## config.mk

```make
export PLATFORM = sky130hd
export DESIGN_NAME = utf8_code_point_decoder
export DESIGN_NICKNAME = d
export VERILOG_FILES = /design/src/rtl/ucd_pkg.sv /design/src/rtl/ucd_front.sv /design/src/rtl/ucd_queue.sv /design/src/rtl/ucd_back.sv /design/src/rtl/utf8_code_point_decoder.sv
export SDC_FILE = /design/constraint.sdc
export NUM_CORES = 1
export LEC_CHECK = 0
export ABC_AREA = 0
export BUFFER_PORTS_ARGS = -buffer_cell sky130_fd_sc_hd__clkbuf_2
export CORE_MARGIN = 2
export CORE_UTILIZATION = 50
export CTS_CLUSTER_SIZE = 12
export DETAILED_ROUTE_END_ITERATION = 10
export PLACE_DENSITY_LB_ADDON = 0.1
export SLEW_MARGIN = 20
export SYNTH_ARGS = -nofsm -noshare
export SYNTH_HDL_FRONTEND = slang
export SYNTH_SLANG_ARGS = --single-unit
export TNS_END_PERCENT = 50
```

## constraint.sdc

```tcl
create_clock -name clk_i -period 6.7 [get_ports clk_i]
set_clock_uncertainty 0.2 [all_clocks]
set_input_delay 0.67 -clock clk_i [delete_from_list [all_inputs] [get_ports clk_i]]
set_output_delay 0.67 -clock clk_i [all_outputs]
set_load 0.01 [all_outputs]
```

## src/rtl/ucd_pkg.sv

```systemverilog
// Shared types and constants for the UTF-8 code point decoder.
// No dependencies; used by every module of the decoder.
package ucd_pkg;

  localparam int unsigned QueueDepth = 2;
  localparam int unsigned CpW        = 21;

  localparam logic [CpW-1:0] CpMinTwo   = 21'h00080;
  localparam logic [CpW-1:0] CpMinThree = 21'h00800;
  localparam logic [CpW-1:0] CpMinFour  = 21'h10000;
  localparam logic [CpW-1:0] CpMax      = 21'h10FFFF;
  localparam logic [CpW-1:0] SurrLo     = 21'h0D800;
  localparam logic [CpW-1:0] SurrHi     = 21'h0DFFF;

  // class of a byte when it opens a text
  typedef enum logic [2:0] {
    LEAD_ZERO,
    LEAD_ASCII,
    LEAD_TWO,
    LEAD_THREE,
    LEAD_FOUR,
    LEAD_BAD
  } lead_e;

  // classified request as it travels from front to back
  typedef struct packed {
    logic       has_byte;
    logic       last;
    lead_e      lead;
    logic [6:0] lead_val;
    logic       cont_ok;
    logic [5:0] cont_val;
  } item_t;

endpackage

```

## src/rtl/ucd_front.sv

```systemverilog
// Front end: takes input requests, classifies the byte and pushes it to the queue.
// Depends on ucd_pkg.
module ucd_front (
  input  logic            in_valid_i,
  output logic            in_stall_o,
  input  logic [7:0]      text_byte_i,
  input  logic            last_byte_i,
  input  logic            empty_text_i,
  input  logic            q_full_i,
  output logic            push_o,
  output ucd_pkg::item_t  item_o
);

  logic accept;

  assign in_stall_o = q_full_i;
  assign accept     = in_valid_i && !q_full_i;
  // an empty step without the last flag does nothing; drop it here
  assign push_o     = accept && !(empty_text_i && !last_byte_i);

  always_comb begin
    item_o          = '0;
    item_o.has_byte = !empty_text_i;
    item_o.last     = last_byte_i;
    item_o.cont_ok  = (text_byte_i[7:6] == 2'b10);
    item_o.cont_val = text_byte_i[5:0];
    item_o.lead     = ucd_pkg::LEAD_BAD;
    item_o.lead_val = '0;
    case (1'b1)
      (text_byte_i == 8'h00): begin
        item_o.lead = ucd_pkg::LEAD_ZERO;
      end
      (text_byte_i[7] == 1'b0): begin
        item_o.lead     = ucd_pkg::LEAD_ASCII;
        item_o.lead_val = text_byte_i[6:0];
      end
      (text_byte_i[7:5] == 3'b110): begin
        item_o.lead     = ucd_pkg::LEAD_TWO;
        item_o.lead_val = {2'b00, text_byte_i[4:0]};
      end
      (text_byte_i[7:4] == 4'b1110): begin
        item_o.lead     = ucd_pkg::LEAD_THREE;
        item_o.lead_val = {3'b000, text_byte_i[3:0]};
      end
      (text_byte_i[7:3] == 5'b11110): begin
        item_o.lead     = ucd_pkg::LEAD_FOUR;
        item_o.lead_val = {4'b0000, text_byte_i[2:0]};
      end
      default: begin
        item_o.lead = ucd_pkg::LEAD_BAD;
      end
    endcase
  end

endmodule

```

## src/rtl/ucd_queue.sv

```systemverilog
// Short register queue between front and back of the decoder.
// Depends on ucd_pkg.
module ucd_queue #(
  parameter int unsigned Depth = ucd_pkg::QueueDepth
) (
  input  logic            clk_i,
  input  logic            rst_ni,
  input  logic            push_i,
  input  ucd_pkg::item_t  item_i,
  input  logic            pop_i,
  output ucd_pkg::item_t  head_o,
  output logic            empty_o,
  output logic            full_o
);

  localparam int unsigned PtrW = (Depth > 1) ? $clog2(Depth) : 1;
  localparam int unsigned CntW = $clog2(Depth + 1);

  ucd_pkg::item_t        slot_q [Depth];
  logic [PtrW-1:0]       wr_ptr_q, wr_ptr_d, rd_ptr_q, rd_ptr_d;
  logic [CntW-1:0]       count_q, count_d;

  assign empty_o = (count_q == '0);
  assign full_o  = (count_q == CntW'(Depth));
  assign head_o  = slot_q[rd_ptr_q];

  always_comb begin
    wr_ptr_d = wr_ptr_q;
    rd_ptr_d = rd_ptr_q;
    count_d  = count_q;
    if (push_i) begin
      wr_ptr_d = (wr_ptr_q == PtrW'(Depth - 1)) ? '0 : wr_ptr_q + 1'b1;
    end
    if (pop_i) begin
      rd_ptr_d = (rd_ptr_q == PtrW'(Depth - 1)) ? '0 : rd_ptr_q + 1'b1;
    end
    if (push_i && !pop_i) begin
      count_d = count_q + 1'b1;
    end else if (pop_i && !push_i) begin
      count_d = count_q - 1'b1;
    end
  end

  always_ff @(posedge clk_i or negedge rst_ni) begin
    if (!rst_ni) begin
      wr_ptr_q <= '0;
      rd_ptr_q <= '0;
      count_q  <= '0;
    end else begin
      wr_ptr_q <= wr_ptr_d;
      rd_ptr_q <= rd_ptr_d;
      count_q  <= count_d;
    end
  end

  always_ff @(posedge clk_i) begin
    if (push_i) begin
      slot_q[wr_ptr_q] <= item_i;
    end
  end

endmodule

```

## src/rtl/ucd_back.sv

```systemverilog
// Back end: assembles the code point from queued bytes, validates, and
// holds the result in an output register. Depends on ucd_pkg.
module ucd_back (
  input  logic                      clk_i,
  input  logic                      rst_ni,
  input  ucd_pkg::item_t            head_i,
  input  logic                      q_empty_i,
  output logic                      pop_o,
  output logic                      out_valid_o,
  input  logic                      out_stall_i,
  output logic                      decode_ok_o,
  output logic [ucd_pkg::CpW-1:0]   code_point_o
);

  logic                    inside_q, inside_d;
  logic                    ascii_q, ascii_d;
  logic                    err_q, err_d;
  logic [1:0]              exp_q, exp_d;
  logic [2:0]              rcv_q, rcv_d;
  logic [ucd_pkg::CpW-1:0] pv_q, pv_d;

  logic                    out_valid_q, out_valid_d;
  logic                    ok_q, ok_d;
  logic [ucd_pkg::CpW-1:0] cp_q, cp_d;

  logic                    out_free;
  logic                    fin_ok;
  logic                    long_ok;
  logic                    load_out;

  assign out_free = !out_valid_q || !out_stall_i;
  // a last byte needs room in the output register; other bytes never wait
  assign pop_o    = !q_empty_i && (!head_i.last || out_free);
  assign load_out = pop_o && head_i.last;

  // state after taking the head byte
  always_comb begin
    inside_d = inside_q;
    ascii_d  = ascii_q;
    err_d    = err_q;
    exp_d    = exp_q;
    rcv_d    = rcv_q;
    pv_d     = pv_q;
    if (head_i.has_byte) begin
      if (!inside_q) begin
        inside_d = 1'b1;
        case (head_i.lead)
          ucd_pkg::LEAD_ASCII: begin
            ascii_d = 1'b1;
            pv_d    = ucd_pkg::CpW'(head_i.lead_val);
          end
          ucd_pkg::LEAD_TWO: begin
            exp_d = 2'd1;
            pv_d  = ucd_pkg::CpW'(head_i.lead_val);
          end
          ucd_pkg::LEAD_THREE: begin
            exp_d = 2'd2;
            pv_d  = ucd_pkg::CpW'(head_i.lead_val);
          end
          ucd_pkg::LEAD_FOUR: begin
            exp_d = 2'd3;
            pv_d  = ucd_pkg::CpW'(head_i.lead_val);
          end
          default: begin
            err_d = 1'b1;
          end
        endcase
      end else if (!ascii_q && !err_q) begin
        rcv_d = (rcv_q == 3'd4) ? rcv_q : rcv_q + 3'd1;
        if (rcv_d <= {1'b0, exp_q}) begin
          if (!head_i.cont_ok) begin
            err_d = 1'b1;
          end else begin
            pv_d = {pv_q[ucd_pkg::CpW-7:0], head_i.cont_val};
          end
        end
      end
    end
  end

  // shortest-form check per sequence length
  always_comb begin
    case (exp_d)
      2'd1:    long_ok = (pv_d >= ucd_pkg::CpMinTwo);
      2'd2:    long_ok = (pv_d >= ucd_pkg::CpMinThree);
      2'd3:    long_ok = (pv_d >= ucd_pkg::CpMinFour);
      default: long_ok = 1'b0;
    endcase
  end

  assign fin_ok = inside_d && !err_d &&
                  (ascii_d ||
                   ((rcv_d == {1'b0, exp_d}) && long_ok &&
                    (pv_d <= ucd_pkg::CpMax) &&
                    !((pv_d >= ucd_pkg::SurrLo) && (pv_d <= ucd_pkg::SurrHi))));

  always_comb begin
    out_valid_d = out_valid_q;
    ok_d        = ok_q;
    cp_d        = cp_q;
    if (load_out) begin
      out_valid_d = 1'b1;
      ok_d        = fin_ok;
      cp_d        = fin_ok ? pv_d : '0;
    end else if (out_valid_q && !out_stall_i) begin
      out_valid_d = 1'b0;
    end
  end

  always_ff @(posedge clk_i or negedge rst_ni) begin
    if (!rst_ni) begin
      inside_q    <= 1'b0;
      ascii_q     <= 1'b0;
      err_q       <= 1'b0;
      exp_q       <= '0;
      rcv_q       <= '0;
      pv_q        <= '0;
      out_valid_q <= 1'b0;
    end else begin
      out_valid_q <= out_valid_d;
      if (load_out) begin
        inside_q <= 1'b0;
        ascii_q  <= 1'b0;
        err_q    <= 1'b0;
        exp_q    <= '0;
        rcv_q    <= '0;
        pv_q     <= '0;
      end else if (pop_o) begin
        inside_q <= inside_d;
        ascii_q  <= ascii_d;
        err_q    <= err_d;
        exp_q    <= exp_d;
        rcv_q    <= rcv_d;
        pv_q     <= pv_d;
      end
    end
  end

  always_ff @(posedge clk_i) begin
    ok_q <= ok_d;
    cp_q <= cp_d;
  end

  assign out_valid_o  = out_valid_q;
  assign decode_ok_o  = ok_q;
  assign code_point_o = cp_q;

endmodule

```

## src/rtl/utf8_code_point_decoder.sv

```systemverilog
// Top level of the UTF-8 code point decoder: front classifier, queue, back end.
// Depends on ucd_pkg, ucd_front, ucd_queue and ucd_back.
//
// Usage:
//  - Input channel: one request per text byte (text_byte_i), with last_byte_i
//    on the final one. empty_text_i with last_byte_i ends the text without a
//    byte; empty_text_i alone is taken and dropped.
//  - Output channel: one request per text, on its last byte: decode_ok_o and
//    code_point_o (zero on failure).
//  - Both channels: request moves when valid is high and stall is low.
//  - Path: a last byte taken on the input passes through the queue, then
//    the back end's output register, before its result shows.
//  - Throughput: one byte per cycle sustained without receiver stall; the
//    queue plus the output register let both sides keep moving at full rate.
//  - Receiver stall: the result holds in the output register; non-final
//    bytes keep draining from the queue, and input stall rises only when
//    the QueueDepth-entry queue fills behind a waiting final byte.
//  - Reset: queue empty, no result pending, decode state cleared.
module utf8_code_point_decoder #(
  parameter int unsigned QueueDepth = ucd_pkg::QueueDepth
) (
  input  logic                      clk_i,
  input  logic                      rst_ni,
  input  logic                      in_valid_i,
  output logic                      in_stall_o,
  input  logic [7:0]                text_byte_i,
  input  logic                      last_byte_i,
  input  logic                      empty_text_i,
  output logic                      out_valid_o,
  input  logic                      out_stall_i,
  output logic                      decode_ok_o,
  output logic [ucd_pkg::CpW-1:0]   code_point_o
);

  ucd_pkg::item_t push_item;
  ucd_pkg::item_t head_item;
  logic           push;
  logic           pop;
  logic           q_empty;
  logic           q_full;

  // classify incoming bytes; only meaningful requests enter the queue
  ucd_front u_front (
    .in_valid_i   (in_valid_i),
    .in_stall_o   (in_stall_o),
    .text_byte_i  (text_byte_i),
    .last_byte_i  (last_byte_i),
    .empty_text_i (empty_text_i),
    .q_full_i     (q_full),
    .push_o       (push),
    .item_o       (push_item)
  );

  // decouples the classifier from the output stall
  ucd_queue #(
    .Depth (QueueDepth)
  ) u_queue (
    .clk_i   (clk_i),
    .rst_ni  (rst_ni),
    .push_i  (push),
    .item_i  (push_item),
    .pop_i   (pop),
    .head_o  (head_item),
    .empty_o (q_empty),
    .full_o  (q_full)
  );

  // decode state machine and output register
  ucd_back u_back (
    .clk_i        (clk_i),
    .rst_ni       (rst_ni),
    .head_i       (head_item),
    .q_empty_i    (q_empty),
    .pop_o        (pop),
    .out_valid_o  (out_valid_o),
    .out_stall_i  (out_stall_i),
    .decode_ok_o  (decode_ok_o),
    .code_point_o (code_point_o)
  );

  // failure always reports a zero code point
  a_fail_zero: assert property (@(posedge clk_i) disable iff (!rst_ni)
    (out_valid_o && !decode_ok_o) |-> (code_point_o == '0))
    else $error("failed decode with nonzero code point");

  // success is always a Unicode scalar value
  a_ok_scalar: assert property (@(posedge clk_i) disable iff (!rst_ni)
    (out_valid_o && decode_ok_o) |->
      ((code_point_o <= ucd_pkg::CpMax) &&
       !((code_point_o >= ucd_pkg::SurrLo) && (code_point_o <= ucd_pkg::SurrHi))))
    else $error("successful decode outside scalar range");

  // a successful decode never yields NUL
  a_ok_nonzero: assert property (@(posedge clk_i) disable iff (!rst_ni)
    (out_valid_o && decode_ok_o) |-> (code_point_o != '0))
    else $error("successful decode of zero");

  // the queue never overflows nor underflows
  a_queue_bounds: assert property (@(posedge clk_i) disable iff (!rst_ni)
    !(push && q_full) && !(pop && q_empty))
    else $error("queue overflow or underflow");

endmodule

```

==> impl_metrics.py <==
metrics = {
    "setup_path": {
        "cp-startpoint": "u_back.rcv_q[0]$_DFFE_PN0P_",
        "cp_max_fo": 22,
        "cp-end-kind": "flop",
        "crit_top_cell": "ha_1",
        "path_cells": "inv_1, ha_1, ha_1, nor2b_1, o21ai_1, nand4_4, and2_1, a221oi_2, mux2_2, a41oi_2, buf_4, nor2_1",
        "critPathBufInv": 2,
        "critical_path_class": "reg2reg",
        "critPathMaxStageDelay_ps": 470,
        "cp.required_ps": 6620,
        "crit_path_top_delay_cell": "dfrtp_1",
        "start_kind": "flop",
        "worstReg2RegStart": "u_back.rcv_q[0]$_DFFE_PN0P_",
        "worstPathArrival_ps": 4020,
        "crit_family": "simple AND/OR/NAND/NOR gates",
    },
    "clock_network": {
        "clkSlewWorstSetupHoldPaths_ps": 100,
        "root_buffer": "clkbuf_8",
        "cts_tree": "built",
        "ctsLongestPathBuffers": 2,
        "cts_resized": 0,
        "cts_hold_buf": 0,
        "htree_levels": 3,
        "numCtsBuffers": 9,
        "cts_setup_buffers": 0,
        "clkSinkCount": 94,
        "clk_latency_ps": 370,
    },
    "power_and_ir_drop": {
        "cellPowerDensity_nw_per_um2": 409,
        "p_leak_nw": 1.90,
        "irDropWorstVdd_mv": 0.175,
        "power_mw": 2.03,
    },
    "logic_synthesis": {
        "ys_types": 65,
        "syn_nets": 392,
        "ys.flop_type": "edfxtp_1",
        "async_reset_ff_frac": 0.362,
        "syn_area_um2": 4530,
        "syn_inst": 373,
        "ys_seq_area_frac": 0.586,
        "synth_edf_count": 60,
        "syn_area_per_cell_um2": 12.1,
        "yosysWarnings": 0,
        "synth_seq_cells": 94,
    },
    "timing": {
        "final_max_slew_viol_count": 0,
        "finalHoldViolCount": 0,
        "finalSetupTns_ps": 0,
        "rsz0062_at_grt": "false",
        "fmax_ghz": 0.244,
        "period_share": 0.611,
        "period_minus_slack_ps": 4100,
        "setup_violations": 0,
        "worst_slew_pin_slew_ps": 895,
        "slew_headroom": 0.403,
        "whs_ps": 196,
    },
    "detailed_routing": {
        "vias": 3023,
        "vias_per_cell": 5.78,
        "drtIter0Drc": 158,
        "post_drt_wl_per_cell_um": 17.1,
        "drc_errors": 0,
        "first_pass_iters": 5,
        "ant_nets": 0,
        "routed_wirelength_mm": 8.94,
    },
    "cells_and_area": {
        "syn_to_final_growth_pct": 9.84,
        "diodes": 0,
        "mostFrequentLayoutCells": "edfxtp_1, clkbuf_2, dfrtp_1",
        "drive_above_1_share": 0.236,
        "nNetsFinal": 429,
        "fill_cells": 747,
        "final_common_cell": "edfxtp_1",
    },
    "global_route": {
        "grt_max_degree": 35,
        "antenna_found_initial": 0,
        "grt_overflow": 0,
        "grtUsageTotal": 0.196,
        "grt_pass1_vias": 2883,
        "grt_pass1_wl_mm": 15.1,
    },
    "floorplanning": {
        "dieArea_um2": 9830,
        "io_pins": 38,
        "die_w_um": 99.1,
        "die_h_um": 99.1,
        "rows": 34,
        "start_util": 0.516,
        "core_area_um2": 8760,
    },
    "placement": {
        "numPortBuffers": 37,
        "post-dp-hpwl_mm": 6.11,
        "gp_congestion": 0.796,
    },
    "run": {
        "max-cap-violations": 0,
    },
    "status": {
        "status": "finished, final reports clean",
    },
    "worst_hold_path": {
        "hp-class": "in2async",
    },
}
[worst register-to-register path, delay by kind of cell (launching register included)]
kind,cells,cell delay (ps)
buffers and inverters,2,410
AND/OR/NAND/NOR,4,950
AO/OA/AOI/OAI,3,830
multiplexers,1,370
flip-flops,1,470
adder cells (fa/ha/maj),2,620
[sequential cells by signal (all words and copies together) (netlist names)]
register,count
u_back.inside_q,1
u_back.rcv_q,3
u_queue.wr_ptr_q,1
u_back.decode_ok_o,1
u_back.out_valid_o,1
u_back.pv_q,21
u_back.ascii_q,1
u_back.exp_q,2
u_queue.count_q,2
u_back.err_q,1
u_queue.rd_ptr_q,1
u_back.code_point_o,21
u_queue.slot_q,38
[cells in the mapped netlist (5+ instances only)]
library cell	count	area [um^2]
edfxtp_1	60	1800
dfrtp_1	34	851
nand2_1	33	124
nor2_1	27	101
o21ai_0	20	100
nor2_2	18	113
mux2i_1	16	160
a21oi_1	15	75.1
a22o_1	10	87.6
a22oi_1	9	67.6
nor2b_1	9	56.3
nand3_1	8	40.0
inv_1	7	26.3
mux2_2	6	67.6
nor3_1	6	30.0
o22ai_1	6	37.5
buf_6	5	56.3
clkbuf_1	5	18.8
ha_1	5	62.6
xnor2_1	5	43.8
[through the flow]
| stage | worst slack (ps) | util | cell area, um^2 | cells |
|---|---|---|---|---|
| 2_1_floorplan | 3220 | - | 4530 | 373 |
| 3_3_place_gp | 2720 | 0.546 | 4780 | 507 |
| 6_report | 2600 | 0.567 | 4970 | 523 |
| 5_1_grt | 2340 | 0.567 | 4970 | 523 |
| 3_5_place_dp | 2640 | 0.546 | 4780 | 507 |
| 4_1_cts | 2640 | 0.567 | 4970 | 523 |
[cell type report]
class / instances / area (um^2) / share of cell area
multi-input cells: 255 / 1740 / 0.351
clock inverters: 6 / 52.6 / 0.0106
flip-flops and latches: 94 / 2650 / 0.534
repair buffers: 41 / 215 / 0.0433
well taps: 108 / 135 / 0.0272
inverters: 9 / 33.8 / 0.00680
clock buffers: 10 / 138 / 0.0277
[cell families after synthesis]
group	after synthesis	synth area share
AOI/OAI and AO/OA	91	0.149
xor gates and xnor gates	7	0.0152
adders and majority gates	5	0.0138
buffers and inverters	24	0.0290
DFF	94	0.586
muxes	23	0.0536
and+or+nand+nor	129	0.153
[final timing paths]
path	endpoint	slack (ps)	cells past startpoint
hold reg to reg	u_queue.wr_ptr_q$_DFFE_PN0P_	290	1
min in group clk_i	u_queue.wr_ptr_q$_DFFE_PN0P_	290	1
setup / recovery	u_back.code_point_o[16]$_SDFFCE_PN0P_	2600	12
hold / removal	u_queue.wr_ptr_q$_DFFE_PN0P_	200	1
setup reg to reg	u_back.code_point_o[16]$_SDFFCE_PN0P_	2600	12
max in group asynchronous	u_queue.rd_ptr_q$_DFFE_PN0P_	5530	1
[report_power, final]
part	leakage [nW]	switching [mW]	total, mW	internal (mW)
registers	1.03	0.0753	0.856	0.781
clock network	0.0914	0.213	0.364	0.151
logic	0.785	0.526	0.811	0.285
total	1.90	0.814	2.03	1.22
[routing by layer]
layer	global-route usage	share of wire	vias up
li1	-	-	1469
met1	0.282	0.46	1467
met2	0.298	0.48	73
met3	0.0323	0.038	14
met4	0.0811	0.022	0
met5	0	0	-
(Power assumes the default switching activity.)
